**src/hdl/atpm_pkg.sv**
```systemverilog
// ----------------------------------------------------------------------------
// atpm_pkg: shared types and constants of the approximate time pair matcher
// Field widths, register indexes and reset values, the queue command
// codes and the sequencer states.
// ----------------------------------------------------------------------------
package atpm_pkg;

	// field widths
	localparam int TIME_W   = 63;
	localparam int TAG_W    = 16;
	localparam int GAP_W    = 32;
	localparam int ADEPTH_W = 5;
	localparam int CFG_W    = 32;

	// default number of entries per side queue
	localparam int DEF_QUEUE_DEPTH = 16;

	// configuration register indexes and reset values
	localparam logic REG_GAP   = 1'b0;
	localparam logic REG_DEPTH = 1'b1;
	localparam logic [GAP_W-1:0]    GAP_RESET   = 32'd30000000;
	localparam logic [ADEPTH_W-1:0] DEPTH_RESET = 5'd10;

	// commands to a side queue
	typedef enum logic [1:0] {
		Q_HOLD,
		Q_PUSH,
		Q_TRIM,
		Q_DROP
	} q_op_t;

	// matcher sequencer states
	typedef enum logic [3:0] {
		ST_IDLE,
		ST_TRIM,
		ST_CHECK,
		ST_SCAN,
		ST_DRAIN,
		ST_EVAL,
		ST_FETCH,
		ST_MID,
		ST_FRONT,
		ST_DONE
	} state_t;

endpackage

```
**src/hdl/atpm_ram.sv**
```systemverilog
// ----------------------------------------------------------------------------
// atpm_ram: generic single-write, single-read RAM
// One write port and one read port; the read data is registered.
// ----------------------------------------------------------------------------
module atpm_ram #(
	parameter int WIDTH = 8,
	parameter int DEPTH = 16,
	localparam int ADDR_W = (DEPTH > 1) ? $clog2(DEPTH) : 1
) (
	input  logic              clk,
	input  logic              we,
	input  logic [ADDR_W-1:0] waddr,
	input  logic [WIDTH-1:0]  wdata,
	input  logic [ADDR_W-1:0] raddr,
	output logic [WIDTH-1:0]  rdata
);

	logic [WIDTH-1:0] mem_q [DEPTH];
	logic [WIDTH-1:0] rdata_q;

	// write port and registered read port
	always_ff @(posedge clk) begin
		if (we) begin
			mem_q[waddr] <= wdata;
		end
		rdata_q <= mem_q[raddr];
	end

	assign rdata = rdata_q;

endmodule

```
**src/hdl/atpm_queue.sv**
```systemverilog
// ----------------------------------------------------------------------------
// atpm_queue: one side queue of the pair matcher
// Circular buffer over a RAM with head pointer and fill count. Supports
// push (dropping the oldest when full), trim to a limit, and dropping the
// first n entries. Reads go by logical index from the front.
// ----------------------------------------------------------------------------
module atpm_queue import atpm_pkg::*; #(
	parameter int DEPTH = DEF_QUEUE_DEPTH,
	localparam int IDX_W = (DEPTH > 1) ? $clog2(DEPTH) : 1,
	localparam int CNT_W = $clog2(DEPTH + 1)
) (
	input  logic              clk,
	input  logic              arst_n,
	input  q_op_t             op,
	input  logic [CNT_W-1:0]  drop_n,
	input  logic [CNT_W-1:0]  depth_lim,
	input  logic [TIME_W-1:0] wr_time,
	input  logic [TAG_W-1:0]  wr_tag,
	input  logic [IDX_W-1:0]  rd_idx,
	output logic [CNT_W-1:0]  fill,
	output logic [TIME_W-1:0] rd_time,
	output logic [TAG_W-1:0]  rd_tag
);

	localparam int SUM_W = CNT_W + 1;

	logic [IDX_W-1:0] head_q;
	logic [CNT_W-1:0] fill_q;
	logic [IDX_W-1:0] head_d;
	logic [CNT_W-1:0] fill_d;
	logic             we;
	logic [IDX_W-1:0] waddr;
	logic [IDX_W-1:0] raddr;
	logic             full;
	logic [TIME_W+TAG_W-1:0] rdata;

	// pointer add with wrap; both operands stay at or below DEPTH
	function automatic logic [IDX_W-1:0] wrap_add(input logic [SUM_W-1:0] a,
		input logic [SUM_W-1:0] b);
		logic [SUM_W-1:0] s;
		s = a + b;
		if (s >= SUM_W'(DEPTH)) begin
			s = s - SUM_W'(DEPTH);
		end
		return s[IDX_W-1:0];
	endfunction

	assign full  = (fill_q == CNT_W'(DEPTH));
	assign raddr = wrap_add(SUM_W'(head_q), SUM_W'(rd_idx));

	// pointer and fill update per command
	always_comb begin
		head_d = head_q;
		fill_d = fill_q;
		we     = 1'b0;
		waddr  = wrap_add(SUM_W'(head_q), SUM_W'(fill_q));
		case (op)
			Q_PUSH: begin
				we = 1'b1;
				if (full) begin
					// oldest slot is overwritten, front moves up by one
					waddr  = head_q;
					head_d = wrap_add(SUM_W'(head_q), SUM_W'(1));
				end else begin
					fill_d = fill_q + CNT_W'(1);
				end
			end
			Q_TRIM: begin
				if (fill_q > depth_lim) begin
					head_d = wrap_add(SUM_W'(head_q), SUM_W'(fill_q - depth_lim));
					fill_d = depth_lim;
				end
			end
			Q_DROP: begin
				if (drop_n >= fill_q) begin
					fill_d = '0;
				end else begin
					head_d = wrap_add(SUM_W'(head_q), SUM_W'(drop_n));
					fill_d = fill_q - drop_n;
				end
			end
			default: begin
			end
		endcase
	end

	// control registers
	always_ff @(posedge clk or negedge arst_n) begin
		if (!arst_n) begin
			head_q <= '0;
			fill_q <= '0;
		end else begin
			head_q <= head_d;
			fill_q <= fill_d;
		end
	end

	// entry storage: time in the upper bits, tag in the lower
	atpm_ram #(
		.WIDTH(TIME_W + TAG_W),
		.DEPTH(DEPTH)
	) u_ram (
		.clk  (clk),
		.we   (we),
		.waddr(waddr),
		.wdata({wr_time, wr_tag}),
		.raddr(raddr),
		.rdata(rdata)
	);

	assign fill    = fill_q;
	assign rd_time = rdata[TIME_W+TAG_W-1:TAG_W];
	assign rd_tag  = rdata[TAG_W-1:0];

endmodule

```
**src/hdl/approx_time_pair_matcher.sv**
```systemverilog
// ----------------------------------------------------------------------------
// approx_time_pair_matcher: pairs left and right observations by time
// Keeps a bounded queue per side, searches all pairs for the closest one,
// emits pairs within the gap limit with their midpoint time, and drops
// stale front entries.
//
//   channel | direction | handshake              | payload
//   --------+-----------+------------------------+------------------------------
//   obs     | in        | obs_valid / obs_stall  | from_left, stamp_ns, item_tag
//   pair    | out       | pair_valid / pair_stall| left_tag, right_tag, left_time,
//           |           |                        | right_time, mid_time, last_pair
//   cfg     | in        | cfg_we                 | cfg_index, cfg_data
//
// Sequence: accept and trim, then per search round check, scan, drain,
// evaluate and front drop, or fetch and midpoint when a pair is taken; the
// scan covers all L*R pairs, with L, R the side fills; then finish. One
// shared subtract unit scans one pair per cycle.
// Reset empties both queues; no clearing pass is needed. A stalled pair output
// holds the sequencer only while output and pending registers are both full.
// ----------------------------------------------------------------------------
module approx_time_pair_matcher import atpm_pkg::*; #(
	parameter int QUEUE_DEPTH = DEF_QUEUE_DEPTH
) (
	input  logic              clk,
	input  logic              arst_n,
	// configuration
	input  logic              cfg_we,
	input  logic              cfg_index,
	input  logic [CFG_W-1:0]  cfg_data,
	// observation input
	input  logic              obs_valid,
	output logic              obs_stall,
	input  logic              from_left,
	input  logic [TIME_W-1:0] stamp_ns,
	input  logic [TAG_W-1:0]  item_tag,
	// pair output
	output logic              pair_valid,
	input  logic              pair_stall,
	output logic [TAG_W-1:0]  left_tag,
	output logic [TAG_W-1:0]  right_tag,
	output logic [TIME_W-1:0] left_time,
	output logic [TIME_W-1:0] right_time,
	output logic [TIME_W-1:0] mid_time,
	output logic              last_pair
);

	localparam int IDX_W = (QUEUE_DEPTH > 1) ? $clog2(QUEUE_DEPTH) : 1;
	localparam int CNT_W = $clog2(QUEUE_DEPTH + 1);
	localparam int LIM_W = (CNT_W > ADEPTH_W) ? CNT_W : ADEPTH_W;

	// configuration registers
	logic [GAP_W-1:0]    gap_q;
	logic [ADEPTH_W-1:0] adepth_q;
	logic [CNT_W-1:0]    depth_lim;

	// sequencer
	state_t state_q, state_d;
	logic   side_q;

	// queue interface
	q_op_t             l_op, r_op;
	logic [CNT_W-1:0]  l_n, r_n;
	logic [IDX_W-1:0]  l_idx, r_idx;
	logic [CNT_W-1:0]  l_fill, r_fill;
	logic [TIME_W-1:0] l_rd_time, r_rd_time;
	logic [TAG_W-1:0]  l_rd_tag, r_rd_tag;

	// scan counters and pipeline
	logic [IDX_W-1:0]  i_q, j_q;
	logic              row_end, scan_end;
	logic              v_s1, v_s2;
	logic [IDX_W-1:0]  il_s1, jr_s1, il_s2, jr_s2;
	logic [TIME_W-1:0] diff_s2;
	logic              have_q;
	logic [TIME_W-1:0] best_q;
	logic [IDX_W-1:0]  bl_q, br_q;
	logic              take;

	// shared abs-difference unit
	logic              du_ge;
	logic [TIME_W-1:0] du_diff;

	// matched pair
	logic [TIME_W-1:0] lt_q, rt_q, diff_q, mid;
	logic [TAG_W-1:0]  ltag_q, rtag_q;
	logic              ge_q;

	// stale front checks
	logic              stale_l, stale_r;

	// pending pair and output register
	logic              pend_valid_q;
	logic [TIME_W-1:0] pend_lt_q, pend_rt_q, pend_mid_q;
	logic [TAG_W-1:0]  pend_ltag_q, pend_rtag_q;
	logic              out_valid_q, out_last_q;
	logic [TIME_W-1:0] out_lt_q, out_rt_q, out_mid_q;
	logic [TAG_W-1:0]  out_ltag_q, out_rtag_q;
	logic              out_free, out_load, out_last, pend_load, pend_clear;

	// configuration writes
	always_ff @(posedge clk or negedge arst_n) begin
		if (!arst_n) begin
			gap_q    <= GAP_RESET;
			adepth_q <= DEPTH_RESET;
		end else if (cfg_we) begin
			case (cfg_index)
				REG_GAP:   gap_q    <= cfg_data[GAP_W-1:0];
				REG_DEPTH: adepth_q <= cfg_data[ADEPTH_W-1:0];
				default: begin
				end
			endcase
		end
	end

	// effective depth: zero acts as one, capped at the queue size
	always_comb begin
		if (adepth_q == '0) begin
			depth_lim = CNT_W'(1);
		end else if (LIM_W'(adepth_q) > LIM_W'(QUEUE_DEPTH)) begin
			depth_lim = CNT_W'(QUEUE_DEPTH);
		end else begin
			depth_lim = CNT_W'(adepth_q);
		end
	end

	// side queues
	atpm_queue #(.DEPTH(QUEUE_DEPTH)) u_left (
		.clk      (clk),
		.arst_n   (arst_n),
		.op       (l_op),
		.drop_n   (l_n),
		.depth_lim(depth_lim),
		.wr_time  (stamp_ns),
		.wr_tag   (item_tag),
		.rd_idx   (l_idx),
		.fill     (l_fill),
		.rd_time  (l_rd_time),
		.rd_tag   (l_rd_tag)
	);

	atpm_queue #(.DEPTH(QUEUE_DEPTH)) u_right (
		.clk      (clk),
		.arst_n   (arst_n),
		.op       (r_op),
		.drop_n   (r_n),
		.depth_lim(depth_lim),
		.wr_time  (stamp_ns),
		.wr_tag   (item_tag),
		.rd_idx   (r_idx),
		.fill     (r_fill),
		.rd_time  (r_rd_time),
		.rd_tag   (r_rd_tag)
	);

	// shared subtract unit on the RAM read data: |right - left|
	assign du_ge   = (r_rd_time >= l_rd_time);
	assign du_diff = du_ge ? (r_rd_time - l_rd_time) : (l_rd_time - r_rd_time);

	// scan position and decisions
	assign row_end  = ((CNT_W'(j_q) + CNT_W'(1)) == r_fill);
	assign scan_end = row_end && ((CNT_W'(i_q) + CNT_W'(1)) == l_fill);
	assign take     = (best_q <= TIME_W'(gap_q));
	assign stale_l  = (({1'b0, l_rd_time} + 64'(gap_q)) < {1'b0, r_rd_time});
	assign stale_r  = (({1'b0, r_rd_time} + 64'(gap_q)) < {1'b0, l_rd_time});

	// midpoint: left plus or minus half the difference
	assign mid = ge_q ? (lt_q + (diff_q >> 1)) : (lt_q - (diff_q >> 1));

	assign out_free  = !out_valid_q || !pair_stall;
	assign obs_stall = (state_q != ST_IDLE);

	// state register
	always_ff @(posedge clk or negedge arst_n) begin
		if (!arst_n) begin
			state_q <= ST_IDLE;
		end else begin
			state_q <= state_d;
		end
	end

	// next state and queue commands
	always_comb begin
		state_d    = state_q;
		l_op       = Q_HOLD;
		r_op       = Q_HOLD;
		l_n        = CNT_W'(1);
		r_n        = CNT_W'(1);
		l_idx      = i_q;
		r_idx      = j_q;
		out_load   = 1'b0;
		out_last   = 1'b0;
		pend_load  = 1'b0;
		pend_clear = 1'b0;
		case (state_q)
			ST_IDLE: begin
				if (obs_valid) begin
					if (from_left) begin
						l_op = Q_PUSH;
					end else begin
						r_op = Q_PUSH;
					end
					state_d = ST_TRIM;
				end
			end
			ST_TRIM: begin
				if (side_q) begin
					l_op = Q_TRIM;
				end else begin
					r_op = Q_TRIM;
				end
				state_d = ST_CHECK;
			end
			ST_CHECK: begin
				if (l_fill != '0 && r_fill != '0) begin
					state_d = ST_SCAN;
				end else begin
					state_d = ST_DONE;
				end
			end
			ST_SCAN: begin
				if (scan_end) begin
					state_d = ST_DRAIN;
				end
			end
			ST_DRAIN: begin
				if (!v_s1 && !v_s2) begin
					state_d = ST_EVAL;
				end
			end
			ST_EVAL: begin
				if (take) begin
					l_idx   = bl_q;
					r_idx   = br_q;
					state_d = ST_FETCH;
				end else begin
					l_idx   = '0;
					r_idx   = '0;
					state_d = ST_FRONT;
				end
			end
			ST_FETCH: begin
				state_d = ST_MID;
			end
			ST_MID: begin
				// the older pending pair moves out before this one is held
				if (!pend_valid_q || out_free) begin
					out_load  = pend_valid_q;
					pend_load = 1'b1;
					l_op      = Q_DROP;
					r_op      = Q_DROP;
					l_n       = CNT_W'(bl_q) + CNT_W'(1);
					r_n       = CNT_W'(br_q) + CNT_W'(1);
					state_d   = ST_CHECK;
				end
			end
			ST_FRONT: begin
				if (stale_l) begin
					l_op    = Q_DROP;
					state_d = ST_CHECK;
				end else if (stale_r) begin
					r_op    = Q_DROP;
					state_d = ST_CHECK;
				end else begin
					state_d = ST_DONE;
				end
			end
			ST_DONE: begin
				// last pending pair goes out marked as final
				if (!pend_valid_q) begin
					state_d = ST_IDLE;
				end else if (out_free) begin
					out_load   = 1'b1;
					out_last   = 1'b1;
					pend_clear = 1'b1;
					state_d    = ST_IDLE;
				end
			end
			default: begin
				state_d = ST_IDLE;
			end
		endcase
	end

	// sequencer control registers
	always_ff @(posedge clk or negedge arst_n) begin
		if (!arst_n) begin
			side_q       <= 1'b0;
			i_q          <= '0;
			j_q          <= '0;
			v_s1         <= 1'b0;
			v_s2         <= 1'b0;
			have_q       <= 1'b0;
			pend_valid_q <= 1'b0;
			out_valid_q  <= 1'b0;
		end else begin
			if (state_q == ST_IDLE && obs_valid) begin
				side_q <= from_left;
			end

			// scan counters: right index inner, left index outer
			if (state_q == ST_CHECK) begin
				i_q    <= '0;
				j_q    <= '0;
				have_q <= 1'b0;
			end else if (state_q == ST_SCAN) begin
				if (row_end) begin
					j_q <= '0;
					i_q <= i_q + IDX_W'(1);
				end else begin
					j_q <= j_q + IDX_W'(1);
				end
			end
			v_s1 <= (state_q == ST_SCAN);
			v_s2 <= v_s1;
			if (v_s2) begin
				have_q <= 1'b1;
			end

			if (pend_load) begin
				pend_valid_q <= 1'b1;
			end else if (pend_clear) begin
				pend_valid_q <= 1'b0;
			end

			if (out_load) begin
				out_valid_q <= 1'b1;
			end else if (!pair_stall) begin
				out_valid_q <= 1'b0;
			end
		end
	end

	// scan pipeline and best-pair tracking
	always_ff @(posedge clk) begin
		il_s1   <= i_q;
		jr_s1   <= j_q;
		il_s2   <= il_s1;
		jr_s2   <= jr_s1;
		diff_s2 <= du_diff;
		// strict compare keeps the earliest pair on ties
		if (v_s2 && (!have_q || diff_s2 < best_q)) begin
			best_q <= diff_s2;
			bl_q   <= il_s2;
			br_q   <= jr_s2;
		end
	end

	// matched pair capture, pending pair and output payload
	always_ff @(posedge clk) begin
		if (state_q == ST_FETCH) begin
			lt_q   <= l_rd_time;
			rt_q   <= r_rd_time;
			ltag_q <= l_rd_tag;
			rtag_q <= r_rd_tag;
			diff_q <= du_diff;
			ge_q   <= du_ge;
		end
		if (out_load) begin
			out_lt_q   <= pend_lt_q;
			out_rt_q   <= pend_rt_q;
			out_mid_q  <= pend_mid_q;
			out_ltag_q <= pend_ltag_q;
			out_rtag_q <= pend_rtag_q;
			out_last_q <= out_last;
		end
		if (pend_load) begin
			pend_lt_q   <= lt_q;
			pend_rt_q   <= rt_q;
			pend_mid_q  <= mid;
			pend_ltag_q <= ltag_q;
			pend_rtag_q <= rtag_q;
		end
	end

	assign pair_valid = out_valid_q;
	assign left_tag   = out_ltag_q;
	assign right_tag  = out_rtag_q;
	assign left_time  = out_lt_q;
	assign right_time = out_rt_q;
	assign mid_time   = out_mid_q;
	assign last_pair  = out_last_q;

	// checks
	a_no_pending_in_idle: assert property (@(posedge clk) disable iff (!arst_n)
		!(state_q == ST_IDLE && pend_valid_q))
		else $error("pending pair left behind at idle");

	a_pair_within_gap: assert property (@(posedge clk) disable iff (!arst_n)
		(state_q == ST_MID) |-> (diff_q <= TIME_W'(gap_q)))
		else $error("pair emitted beyond gap limit");

	a_fill_bounded: assert property (@(posedge clk) disable iff (!arst_n)
		(l_fill <= CNT_W'(QUEUE_DEPTH)) && (r_fill <= CNT_W'(QUEUE_DEPTH)))
		else $error("queue fill beyond depth");

	a_push_fills: assert property (@(posedge clk) disable iff (!arst_n)
		(state_q == ST_TRIM) |-> ((side_q && l_fill != '0) || (!side_q && r_fill != '0)))
		else $error("push left pushed side empty");

endmodule

```
**config.mk**
```make
export PLATFORM = sky130hd
export DESIGN_NAME = approx_time_pair_matcher
export DESIGN_NICKNAME = d
export VERILOG_FILES = /design/src/hdl/atpm_pkg.sv /design/src/hdl/atpm_ram.sv /design/src/hdl/atpm_queue.sv /design/src/hdl/approx_time_pair_matcher.sv
export SDC_FILE = /design/constraint.sdc
export NUM_CORES = 2
export LEC_CHECK = 0
export BUFFER_PORTS_ARGS = -buffer_cell sky130_fd_sc_hd__clkbuf_2
export CORE_ASPECT_RATIO = 0.75
export CORE_MARGIN = 8
export CORE_UTILIZATION = 27
export DETAILED_ROUTE_END_ITERATION = 16
export PLACE_DENSITY_LB_ADDON = 0.3
export SYNTH_ARGS = -nofsm -noshare
export SYNTH_HDL_FRONTEND = slang
export SYNTH_SLANG_ARGS = --single-unit
```
**constraint.sdc**
```tcl
create_clock -name clk -period 10.75 [get_ports clk]
set_input_delay 1.075 -clock clk [delete_from_list [all_inputs] [get_ports clk]]
set_output_delay 1.075 -clock clk [all_outputs]
set_load 0.01 [all_outputs]
```
==> metrics.txt <==
# TYPE chip_impl_metric gauge
chip_impl_metric{name="drt-wirelength-per-cell",unit="um"} 27.2
chip_impl_metric{name="grt_first_pass_wirelength",unit="um"} 690000
chip_impl_info{name="cp_common_cell",value="buf_4"} 1
chip_impl_metric{name="worstPathArrival",unit="ns"} 8.64
chip_impl_metric{name="cts_post_setup_buffers_inserted",unit=""} 0
chip_impl_info{name="critical_path_class",value="flop to flop"} 1
chip_impl_metric{name="fin_worst_skew",unit="ns"} 0.126
chip_impl_metric{name="first_global_vias",unit=""} 87756
chip_impl_metric{name="met1_length",unit="um"} 233000
chip_impl_info{name="worstHoldPathType",value="flop to flop"} 1
chip_impl_metric{name="critical_path.max_fanout",unit=""} 58
chip_impl_info{name="clock-root-buffer",value="clkbuf_16"} 1
chip_impl_metric{name="grt_max_degree",unit=""} 111
chip_impl_metric{name="worst_slew_margin_rel",unit="%"} 1.86
chip_impl_metric{name="area.growth.synth_to_final",unit="%"} 15.0
chip_impl_metric{name="grt_util_all_layers",unit="%"} 16.0
chip_impl_metric{name="maxCapViolCount",unit=""} 0
chip_impl_metric{name="vertical_die_dimension",unit="um"} 671
chip_impl_metric{name="port_buffers",unit=""} 341
chip_impl_metric{name="global_placement_routability_congestion",unit=""} 0.921
chip_impl_metric{name="drtPass1Iterations",unit=""} 6
chip_impl_info{name="maxUsedRoutingLayer",value="met5"} 1
chip_impl_info{name="setup.worst_path.end_class",value="flop"} 1
chip_impl_metric{name="coreArea",unit="um2"} 569000
chip_impl_info{name="rsz0062_at_grt",value="no"} 1
chip_impl_metric{name="layout.core_utilization",unit="%"} 31.2
chip_impl_info{name="synth_commonest_cells",value="edfxtp_1, nor2_1, mux4_2"} 1
chip_impl_metric{name="post-dp-hpwl",unit="um"} 319000
chip_impl_metric{name="path_buf_inv",unit=""} 3
chip_impl_metric{name="worst_pin_slew",unit="ns"} 1.46
chip_impl_info{name="critPathTopFamily",value="simple AND/OR/NAND/NOR gates"} 1
chip_impl_info{name="post_synth_main_area_contributors",value="edfxtp_1, mux4_2, ha_1, dfxtp_1, a21oi_1"} 1
chip_impl_metric{name="pin_count",unit=""} 342
chip_impl_metric{name="cts.path.max_buffers",unit=""} 4
chip_impl_metric{name="floorplan.die_area",unit="um2"} 596000
chip_impl_metric{name="clkSlewWorstSetupHoldPaths",unit="ns"} 0.06
chip_impl_metric{name="mappedNetlistArea",unit="um2"} 154000
chip_impl_metric{name="yosys_register_bits",unit=""} 3573
chip_impl_metric{name="chipWidth",unit="um"} 889
chip_impl_metric{name="fin_crit",unit="ns"} 7.90
chip_impl_metric{name="post-route-period-util",unit="%"} 73.5
chip_impl_metric{name="timing.fmax",unit="GHz"} 0.127
chip_impl_metric{name="initial_core_util",unit="%"} 27.1
chip_impl_metric{name="synth-warning-count",unit=""} 0
chip_impl_metric{name="setup_total_neg_slack",unit="ns"} 0
chip_impl_info{name="synth.most_common_cell",value="edfxtp_1"} 1
chip_impl_metric{name="grt_overflow",unit=""} 0
chip_impl_info{name="timing.critical_path.slowest_stage_cell",value="nor3_1"} 1
chip_impl_metric{name="share_of_synthesized_flip_flops_with_an_asynchronous_set_or_reset",unit="%"} 2.04
chip_impl_metric{name="routed-via-count",unit=""} 91056
chip_impl_metric{name="clock_sinks",unit=""} 3573
chip_impl_metric{name="yosysUniqueCellTypes",unit=""} 117
chip_impl_metric{name="cts_htree_levels",unit=""} 5
chip_impl_info{name="tritoncts",value="yes"} 1
chip_impl_metric{name="post_cts_resized",unit=""} 0
chip_impl_metric{name="cp_slowest_stage_delay",unit="ns"} 0.82
chip_impl_metric{name="syn-instance-count",unit=""} 9836
chip_impl_info{name="critical_path.startpoint_type",value="flop"} 1
chip_impl_info{name="crit_chain",value="nor4_1 -> and4_1 -> nand4_1 -> a21oi_1 -> o211ai_1 -> o32a_1 -> buf_4 -> o21ai_0 -> ha_1 -> a21o_1 -> a21oi_1 -> xor2_4 -> buf_4 -> nor3_1 -> a31oi_1 -> nand3_4 -> buf_4 -> o2bb2ai_1 -> nor3_1"} 1
chip_impl_metric{name="drt_drc",unit=""} 0
chip_impl_info{name="status",value="finished, final reports clean"} 1
chip_impl_metric{name="drt_iter0_markers",unit=""} 10945
chip_impl_metric{name="avgSynthCellArea",unit="um2"} 15.7
chip_impl_metric{name="final-hold-violation-count",unit=""} 0
chip_impl_metric{name="antenna_found_initial",unit=""} 78
chip_impl_info{name="post_synthesis_cell_type_with_the_largest_combined_area",value="edfxtp_1"} 1
chip_impl_info{name="postSynth.topFlopCell",value="edfxtp_1"} 1
chip_impl_metric{name="clock_insertion_delay_worst_skew",unit="ns"} 1.04
chip_impl_metric{name="routed_wirelength",unit="um"} 495000
chip_impl_metric{name="worst_ep_required_time",unit="ns"} 11.49
chip_impl_metric{name="yosysSeqAreaShare",unit="%"} 67.8
chip_impl_metric{name="finalSetupViolCount",unit=""} 0
chip_impl_metric{name="finish.net_count",unit=""} 10938
chip_impl_metric{name="routed-wl-met3",unit="um"} 43300
chip_impl_metric{name="number_of_enable_type_register_cells_in_the_synthesized_netlist",unit=""} 3263
chip_impl_metric{name="detailroute.wirelength.met2",unit="um"} 207000
chip_impl_metric{name="fraction_of_final_layout_cells_with_drive_strength_greater_than_1",unit="%"} 17.2
chip_impl_metric{name="yosysTopAreaCellShare",unit="%"} 63.5
chip_impl_metric{name="fp-row-count",unit=""} 240
chip_impl_metric{name="cts_made_buffers",unit=""} 345
chip_impl_metric{name="reg2reg_setup_slack",unit="ns"} 2.85
chip_impl_metric{name="timing.final.max_slew_violations",unit=""} 0
chip_impl_metric{name="drt.antenna.violating_nets",unit=""} 0
chip_impl_metric{name="synthesis.nets",unit=""} 10495
chip_impl_metric{name="via_per_inst",unit=""} 4.99
chip_impl_metric{name="fillers",unit=""} 55814
flip-flops by register name (all words and copies together) (netlist names), 16 cells and up:
name,count
u_left.u_ram.mem_q,1264
u_right.u_ram.mem_q,1264
u_left.u_ram.rdata,79
u_right.u_ram.rdata,79
best_q,63
diff_s2,63
left_time,63
lt_q,63
mid_time,63
pend_lt_q,63
pend_mid_q,63
pend_rt_q,63
right_time,63
rt_q,63
diff_q,62
gap_q,32
left_tag,16
ltag_q,16
pend_ltag_q,16
pend_rtag_q,16
right_tag,16
rtag_q,16
stage by stage:
stage	setup WS [ns]	instance area [um2]	hold slack [ns]	instances
6_report	2.85	177000	0.255	18232
5_1_grt	2.72	177000	0.260	18198
4_1_cts	2.83	177000	0.249	18196
3_5_place_dp	2.84	166000	0.313	17553
3_3_place_gp	1.79	166000	0.312	17544
2_1_floorplan	0.0382	154000	0.310	9836
cell type report:
type | count | area [um2] | area share, %
Tap cell | 7623 | 9540 | 5.38
Antenna cell | 35 | 87.6 | 0.0494
Sequential cell | 3573 | 105000 | 58.9
Multi-Input combinational cell | 5481 | 47100 | 26.5
Inverter | 362 | 1370 | 0.770
Timing Repair Buffer | 516 | 3510 | 1.98
Clock inverter | 187 | 1860 | 1.05
Clock buffer | 455 | 9380 | 5.29
cells by family after synthesis:
kind of cell               share of synthesized area, %
DFF                                                67.8
and+or+nand+nor                                    5.79
AOI/OAI and AO/OA                                  7.49
muxes                                              10.5
buffers and inverters                              2.03
adders and majority gates                          4.48
xor gates and xnor gates                           1.93
routing by layer:
metal	vias up	GRT usage [%]
li1	39258	-
met1	47258	24.2
met2	3853	23.1
met3	667	3.49
met4	20	3.73
met5	-	0
cell usage in the layout (no fill, tap or decap), types with 237 or more instances in the layout:
cell / netlist / layout
inv_1: 360 / 359
mux4_2: 632 / 632
a21oi_1: 588 / 586
nor2_1: 760 / 728
dfxtp_1: 237 / 237
clkbuf_16: 0 / 351
nand2_1: 468 / 466
ha_1: 522 / 520
edfxtp_1: 3263 / 3263
clkbuf_2: 0 / 340
o21ai_0: 431 / 431
timing repair:
item | 4_1_cts | 5_1_grt
hold buffers | 1 | 0
setup endpoints to repair | 0 | 0
endpoints found under the hold margin | 24 | 0
worst paths after layout:
path	startpoint	to	cells past startpoint
worst max-delay path	best_q[40]	u_left.u_ram.rdata[21]	19
worst min-delay path	il_s1[1]	il_s2[1]	0
worst max register to register	best_q[40]	u_left.u_ram.rdata[21]	19
worst min register to register	il_s1[1]	il_s2[1]	0
max in group asynchronous	arst_n	gap_q[29]	3
min in group asynchronous	arst_n	j_q[3]	2
Power is not shown: default switching activity piles up to over one toggle a cycle in this logic, so the estimate is an artifact.
